### src/rtl/core/lbpc_pkg.sv
// Shared types and constants of the LED blink pattern controller.
package lbpc_pkg;

  typedef enum logic [3:0] {
    OP_TICK     = 4'd0,
    OP_SLOW     = 4'd1,
    OP_FAST     = 4'd2,
    OP_IND_ON   = 4'd3,
    OP_IND_OFF  = 4'd4,
    OP_BITS_ON  = 4'd5,
    OP_BITS_OFF = 4'd6,
    OP_CHANNELS = 4'd7,
    OP_LOAD     = 4'd8
  } lbpc_op_e;

  typedef enum logic [2:0] {
    REG_SLOW_PERIOD = 3'd0,
    REG_SLOW_BLINKS = 3'd1,
    REG_FAST_PERIOD = 3'd2,
    REG_FAST_BLINKS = 3'd3,
    REG_IND_MASK    = 3'd4,
    REG_MODE_433    = 3'd5
  } lbpc_reg_e;

  localparam logic [7:0] ChannelNibble    = 8'h0f;
  localparam logic [7:0] SlowPeriodReset  = 8'd20;
  localparam logic [7:0] SlowBlinksReset  = 8'd4;
  localparam logic [7:0] FastPeriodReset  = 8'd5;
  localparam logic [7:0] FastBlinksReset  = 8'd1;
  localparam logic [7:0] IndMaskReset     = 8'hfe;
  localparam logic [7:0] PatternReset     = 8'hff;

  // Flip the flashed (zero) bits of fm: all dark if all lit, else all lit.
  function automatic logic [7:0] flash_toggle(logic [7:0] p, logic [7:0] fm);
    logic lit;
    lit = ((p & ~fm) == 8'h00);
    return lit ? (p | ~fm) : (p & fm);
  endfunction

endpackage

### src/rtl/core/led_blink_pattern_controller.sv
// LED blink pattern controller: command decode, flash timing and result buffer.
//
// Each request (op, mask) updates an 8-bit active-low LED pattern register
// and returns the new pattern as one result; a request is taken every cycle
// while in_ready_o is high. Results pass through an output register backed
// by a one-entry skid register, so a new request is still taken while one
// result waits; in_ready_o drops only when both hold a result.
// Configuration writes are registered and must only be issued while no
// result is outstanding.
module led_blink_pattern_controller
  import lbpc_pkg::*;
(
  input  logic       clk_i,
  input  logic       rst_ni,
  input  logic       cfg_we_i,
  input  logic [2:0] cfg_index_i,
  input  logic [7:0] cfg_data_i,
  input  logic       in_valid_i,
  output logic       in_ready_o,
  input  logic [3:0] op_i,
  input  logic [7:0] mask_i,
  output logic       out_valid_o,
  input  logic       out_ready_i,
  output logic [7:0] led_pattern_o
);

  // configuration
  logic [7:0] slow_period_q, slow_blinks_q, fast_period_q, fast_blinks_q;
  logic [7:0] ind_mask_q;
  logic       mode_433_q;

  // block state
  logic [7:0] pattern_q, pattern_d;
  logic       flashing_q, flashing_d;
  logic [7:0] tick_count_q, tick_count_d;
  logic [7:0] phase_limit_q, phase_limit_d;
  logic [7:0] phase_period_q, phase_period_d;
  logic [7:0] blink_target_q, blink_target_d;
  logic [7:0] blinks_done_q, blinks_done_d;
  logic       start_locked_q, start_locked_d;
  logic       extra_toggle_q, extra_toggle_d;
  logic [7:0] flash_mask_q, flash_mask_d;

  // result buffer
  logic       out_valid_q, skid_valid_q;
  logic [7:0] out_q, skid_q;

  logic push, pop;
  assign in_ready_o    = !skid_valid_q;
  assign push          = in_valid_i && in_ready_o;
  assign pop           = out_valid_q && out_ready_i;
  assign out_valid_o   = out_valid_q;
  assign led_pattern_o = out_q;

  always_ff @(posedge clk_i or negedge rst_ni) begin
    if (!rst_ni) begin
      slow_period_q <= SlowPeriodReset;
      slow_blinks_q <= SlowBlinksReset;
      fast_period_q <= FastPeriodReset;
      fast_blinks_q <= FastBlinksReset;
      ind_mask_q    <= IndMaskReset;
      mode_433_q    <= 1'b0;
    end else if (cfg_we_i) begin
      case (cfg_index_i)
        REG_SLOW_PERIOD: slow_period_q <= cfg_data_i;
        REG_SLOW_BLINKS: slow_blinks_q <= cfg_data_i;
        REG_FAST_PERIOD: fast_period_q <= cfg_data_i;
        REG_FAST_BLINKS: fast_blinks_q <= cfg_data_i;
        REG_IND_MASK:    ind_mask_q    <= cfg_data_i;
        REG_MODE_433:    mode_433_q    <= cfg_data_i[0];
        default: ;
      endcase
    end
  end

  logic [7:0] tick_inc, done_inc, p1;
  logic       active, lit;

  always_comb begin
    pattern_d      = pattern_q;
    flashing_d     = flashing_q;
    tick_count_d   = tick_count_q;
    phase_limit_d  = phase_limit_q;
    phase_period_d = phase_period_q;
    blink_target_d = blink_target_q;
    blinks_done_d  = blinks_done_q;
    start_locked_d = start_locked_q;
    extra_toggle_d = extra_toggle_q;
    flash_mask_d   = flash_mask_q;

    active   = flashing_q && ((blinks_done_q <= blink_target_q) || (blink_target_q == 8'h00));
    tick_inc = tick_count_q + 8'd1;
    lit      = ((pattern_q & ~flash_mask_q) == 8'h00);
    done_inc = lit ? (blinks_done_q + 8'd1) : blinks_done_q;
    p1       = flash_toggle(pattern_q, flash_mask_q);

    case (op_i)
      OP_TICK: begin
        if (active) begin
          if (tick_inc < phase_limit_q) begin
            tick_count_d = tick_inc;
          end else begin
            if (lit && (blink_target_q == blinks_done_q)) start_locked_d = 1'b0;
            blinks_done_d = done_inc;
            phase_limit_d = phase_period_q;
            tick_count_d  = 8'h00;
            pattern_d     = p1;
            // closing toggle of a finished fast flash
            if ((blink_target_q < done_inc) && extra_toggle_q && mode_433_q) begin
              extra_toggle_d = 1'b0;
              pattern_d      = flash_toggle(p1, flash_mask_q);
            end
          end
        end
      end
      OP_SLOW: begin
        if (!start_locked_q) begin
          phase_limit_d  = slow_period_q;
          phase_period_d = slow_period_q;
          blink_target_d = slow_blinks_q;
          blinks_done_d  = 8'h00;
          flashing_d     = 1'b1;
          flash_mask_d   = mask_i;
          start_locked_d = 1'b1;
          extra_toggle_d = 1'b0;
        end
      end
      OP_FAST: begin
        if (!start_locked_q) begin
          phase_limit_d  = fast_period_q;
          phase_period_d = fast_period_q;
          blink_target_d = fast_blinks_q;
          blinks_done_d  = 8'h00;
          flashing_d     = 1'b1;
          flash_mask_d   = mask_i;
          extra_toggle_d = 1'b1;
        end
      end
      OP_IND_ON: begin
        flashing_d = 1'b0;
        pattern_d  = pattern_q & ind_mask_q;
      end
      OP_IND_OFF: begin
        flashing_d = 1'b0;
        pattern_d  = pattern_q | ~ind_mask_q;
      end
      OP_BITS_ON:  pattern_d = pattern_q & mask_i;
      OP_BITS_OFF: pattern_d = pattern_q | ~mask_i;
      OP_CHANNELS: pattern_d = (pattern_q | ChannelNibble) & mask_i;
      OP_LOAD:     pattern_d = mask_i;
      default: ;
    endcase
  end

  always_ff @(posedge clk_i or negedge rst_ni) begin
    if (!rst_ni) begin
      pattern_q      <= PatternReset;
      flashing_q     <= 1'b0;
      tick_count_q   <= 8'h00;
      phase_limit_q  <= 8'h00;
      phase_period_q <= 8'h00;
      blink_target_q <= 8'h00;
      blinks_done_q  <= 8'h00;
      start_locked_q <= 1'b0;
      extra_toggle_q <= 1'b0;
      flash_mask_q   <= 8'h00;
    end else if (push) begin
      pattern_q      <= pattern_d;
      flashing_q     <= flashing_d;
      tick_count_q   <= tick_count_d;
      phase_limit_q  <= phase_limit_d;
      phase_period_q <= phase_period_d;
      blink_target_q <= blink_target_d;
      blinks_done_q  <= blinks_done_d;
      start_locked_q <= start_locked_d;
      extra_toggle_q <= extra_toggle_d;
      flash_mask_q   <= flash_mask_d;
    end
  end

  // output register with one-entry skid
  always_ff @(posedge clk_i or negedge rst_ni) begin
    if (!rst_ni) begin
      out_valid_q  <= 1'b0;
      skid_valid_q <= 1'b0;
    end else begin
      if (pop) begin
        if (skid_valid_q) begin
          skid_valid_q <= 1'b0;
        end else begin
          out_valid_q <= push;
        end
      end else if (push) begin
        if (out_valid_q) begin
          skid_valid_q <= 1'b1;
        end else begin
          out_valid_q <= 1'b1;
        end
      end
    end
  end

  always_ff @(posedge clk_i) begin
    if (pop && skid_valid_q) begin
      out_q <= skid_q;
    end else if (push && (pop || !out_valid_q)) begin
      out_q <= pattern_d;
    end
    if (push && out_valid_q && !pop) begin
      skid_q <= pattern_d;
    end
  end

endmodule
### config.mk
export PLATFORM = sky130hd
export DESIGN_NAME = led_blink_pattern_controller
export DESIGN_NICKNAME = d
export VERILOG_FILES = /design/src/rtl/core/lbpc_pkg.sv /design/src/rtl/core/led_blink_pattern_controller.sv
export SDC_FILE = /design/constraint.sdc
export NUM_CORES = 1
export LEC_CHECK = 0
export BUFFER_PORTS_ARGS = -buffer_cell sky130_fd_sc_hd__buf_2
export CAP_MARGIN = 20
export CORE_MARGIN = 1.5
export CORE_UTILIZATION = 60
export DETAILED_ROUTE_END_ITERATION = 16
export PLACE_DENSITY = 0.79
export SYNTH_ARGS = -nofsm -noshare
export SYNTH_HDL_FRONTEND = slang
export SYNTH_SLANG_ARGS = --single-unit
export TNS_END_PERCENT = 30
### constraint.sdc
create_clock -name clk_i -period 6.4 [get_ports clk_i]
set_input_delay 0.32 -clock clk_i [delete_from_list [all_inputs] [get_ports clk_i]]
set_output_delay 0.32 -clock clk_i [all_outputs]
set_load 0.05 [all_outputs]
==> flow_metrics.py <==
metrics = {
    "status": {
        "status": "completed",
    },
    "place": {
        "place.gp.congestion": 1.00,
        "placedCellCount": 867,
        "hpwl_mm": 13.5,
        "portBuffers": 37,
    },
    "logic_synthesis": {
        "ys_ff_latch": 118,
        "synth_cells": 717,
        "ys.flop_type": "dfrtp_1",
        "synth_cell_types": 76,
        "synth_edf_count": 16,
        "syn-num-nets": 769,
        "syn_avg_cell_area_sq_um": 9.69,
        "synthesis.area_sq_um": 6950,
        "yosys_warnings": 0,
        "synth-seq-area-share_pct": 44.0,
        "synthArstFlopShare_pct": 86.4,
    },
    "sta": {
        "hold_viol_final": 0,
        "drv_slew": 0,
        "slew_headroom_pct": 30.5,
        "fin_crit_ps": 4210,
        "max_freq_ghz": 0.237,
        "worstMarginPinSlew_ps": 1040,
        "rsz0062_at_grt": "false",
        "fin_skew_ps": 8.27,
        "setup-tns-final_ps": 0,
        "finalSetupViolations": 0,
        "fin_crit_sh_pct": 65.8,
    },
    "floorplan": {
        "die_h_microns": 111,
        "dieArea_sq_um": 12200,
        "core_area_sq_um": 11400,
        "initial_core_util_pct": 61.1,
        "placementRows": 39,
        "die_x_microns": 111,
        "ioPinCount": 38,
    },
    "worst_setup_path": {
        "critPathCaptureType": "register",
        "path_max_fanout": 29,
        "criticalPathCategory": "register to register",
        "cp.arrival_ps": 4500,
        "critPathLaunchType": "register",
        "crit_required_ps": 6690,
    },
    "layout": {
        "fillers": 905,
        "utilization_pct": 68.6,
        "nets": 797,
        "final_cell_count_no_fill": 901,
        "syn2layout_area_growth_pct": 12.3,
        "n_antenna_cell": 0,
        "multiInputGateArea_sq_um": 3620,
        "layout-drive-gt1-share_pct": 21.9,
        "regArea_sq_um": 3060,
    },
    "worst_hold_path": {
        "hp-class": "input port to register",
    },
    "drt": {
        "num_vias": 5811,
        "wl_per_cell_microns": 20.6,
        "drtAntennaViolNets": 0,
        "drt_iter0_drc": 496,
        "viasPerCell": 6.45,
        "firstDrtPassIters": 7,
        "drc": 0,
        "drt_wl_total_mm": 18.5,
    },
    "global_route": {
        "grt.total_usage_pct": 31.8,
        "grt_max_degree": 74,
        "antenna_found_initial": 0,
        "overflow": 0,
        "grt_pass1_wl_mm": 30.2,
        "grt_pass1_vias": 5681,
    },
    "clock_tree": {
        "cts-root-buf": "clkbuf_16",
        "cts_tree": "built",
        "cts_max_path_buffers": 2,
        "clock_latency_ps": 410,
        "cts.clk_slew.worst_paths_ps": 50,
        "htreeDepth": 4,
        "post_cts_buffers": 0,
        "numCtsBuffers": 17,
        "clock-sinks": 118,
    },
    "flow_run": {
        "drv_cap": 0,
    },
    "power_and_ir_drop": {
        "powerDensity_nw_per_um2": 408,
        "ir_worst_vdd_uv": 263,
        "p_leak_nw": 3.26,
    },
}
## worst max-delay path, stage by stage (launching register included)
cell and delay, ps:
dfrtp_1 410, and3_1 180, nand3_1 110, nor2_1 160, xor2_1 220, ha_1 280
a21o_1 200, a211o_1 280, a41oi_2 290, or2_1 620, o31a_1 940, a21oi_2 50
mux2_1 350
## metal layers
metal / global-route usage (%) / vias up / share of wire [%]
li1: - / 2681 / -
met1: 44.7 / 2867 / 44
met2: 49.6 / 237 / 47
met3: 6.04 / 26 / 6.5
met4: 11.2 / 0 / 2.3
met5: 0 / - / 0
## flip-flops by register name, summed over array words and instances (netlist names)
name and count:
out_valid_o 1, start_locked_q 1, flash_mask_q 8, mode_433_q 1
led_pattern_o 8, phase_period_q 8, fast_blinks_q 8, flashing_q 1
skid_q 8, blink_target_q 8, ind_mask_q 8, extra_toggle_q 1
blinks_done_q 8, skid_valid_q 1, slow_period_q 8, slow_blinks_q 8
tick_count_q 8, fast_period_q 8, pattern_q 8, phase_limit_q 8
## layout make-up
type | instances | share of cell area (%)
clock inverter | 12 | 2.00
tap | 143 | 2.29
clock buffer | 20 | 5.60
sequential | 118 | 39.2
inverter | 27 | 1.30
multi-input combinational | 537 | 46.4
timing repair buffer | 44 | 3.16
## logic make-up (layout without fill, tap and decap cells)
family                     count (synthesis)  count (layout)  synth area share, %
buffers and inverters                     62             103                 3.85
DFF                                      118             118                 44.0
and+or+nand+nor                          227             227                 15.9
muxes                                     74              74                 11.7
xor gates and xnor gates                  14              14                 1.77
AOI/OAI and AO/OA                        198             198                 18.5
adders and majority gates                 24              24                 4.32
## through the flow
step                      instance area (sq um)  hold WS [ps]  power, W  worst slack, ps
final                                      7800           107   0.00319             2190
after CTS                                  7800          96.1   0.00318             2240
after global routing                       7800           111   0.00336             1820
after floorplan                            6950          24.4   0.00191             3000
after global placement                     7180           286   0.00217             2300
after detailed placement                   7190           281   0.00221             2260
## power by group
| group | switching, W | internal [W] |
|---|---|---|
| Sequential | 0.000206 | 0.00103 |
| Combinational | 0.000617 | 0.000370 |
| Clock | 0.000349 | 0.000612 |
| Total | 0.00117 | 0.00201 |
## timing repair
action | in CTS | in global routing
hold buffers | 1 | 0
endpoints found under the hold margin | 21 | 0
resized for setup | 0 | 0
## cells in the final DEF (no fill, tap or decap), types with 17 or more instances in the layout
cell	netlist	layout
dfrtp_1	81	81
nand2_1	75	75
o21ai_0	64	64
nor2_1	60	60
mux2_2	54	54
buf_2	10	36
a21oi_1	31	31
inv_1	27	27
ha_1	24	24
dfstp_2	21	21
mux2i_1	19	19
o21ai_1	18	18
clkbuf_16	0	17
## path summary, 6_finish.rpt
kind                             startpoint                to  slack (ps)  cells after the start
max                         tick_count_q[0]    extra_toggle_q        2190                     12
min                             out_ready_i      skid_valid_q         110                      2
max reg2reg                 tick_count_q[0]    extra_toggle_q        2190                     12
min reg2reg                phase_limit_q[0]  phase_limit_q[0]         500                      2
max in group asynchronous            rst_ni     ind_mask_q[0]        4780                      3
min in group asynchronous            rst_ni        flashing_q         380                      2
## synth_stat cells, types with 13 or more instances
master | number | area [sq um]
nand2b_1 | 15 | 93.8
dfstp_2 | 21 | 552
o21ai_0 | 64 | 320
nand2_1 | 75 | 282
o21ai_1 | 18 | 90.1
inv_1 | 27 | 101
dfrtp_1 | 81 | 2030
ha_1 | 24 | 300
nand3_1 | 13 | 65.1
clkbuf_1 | 19 | 71.3
edfxtp_1 | 16 | 480
a21oi_1 | 31 | 155
mux2_2 | 54 | 608
nor2_1 | 60 | 225
nor3_1 | 15 | 75.1
mux2i_1 | 19 | 190
Note: power is estimated with default switching activity, not from simulation.
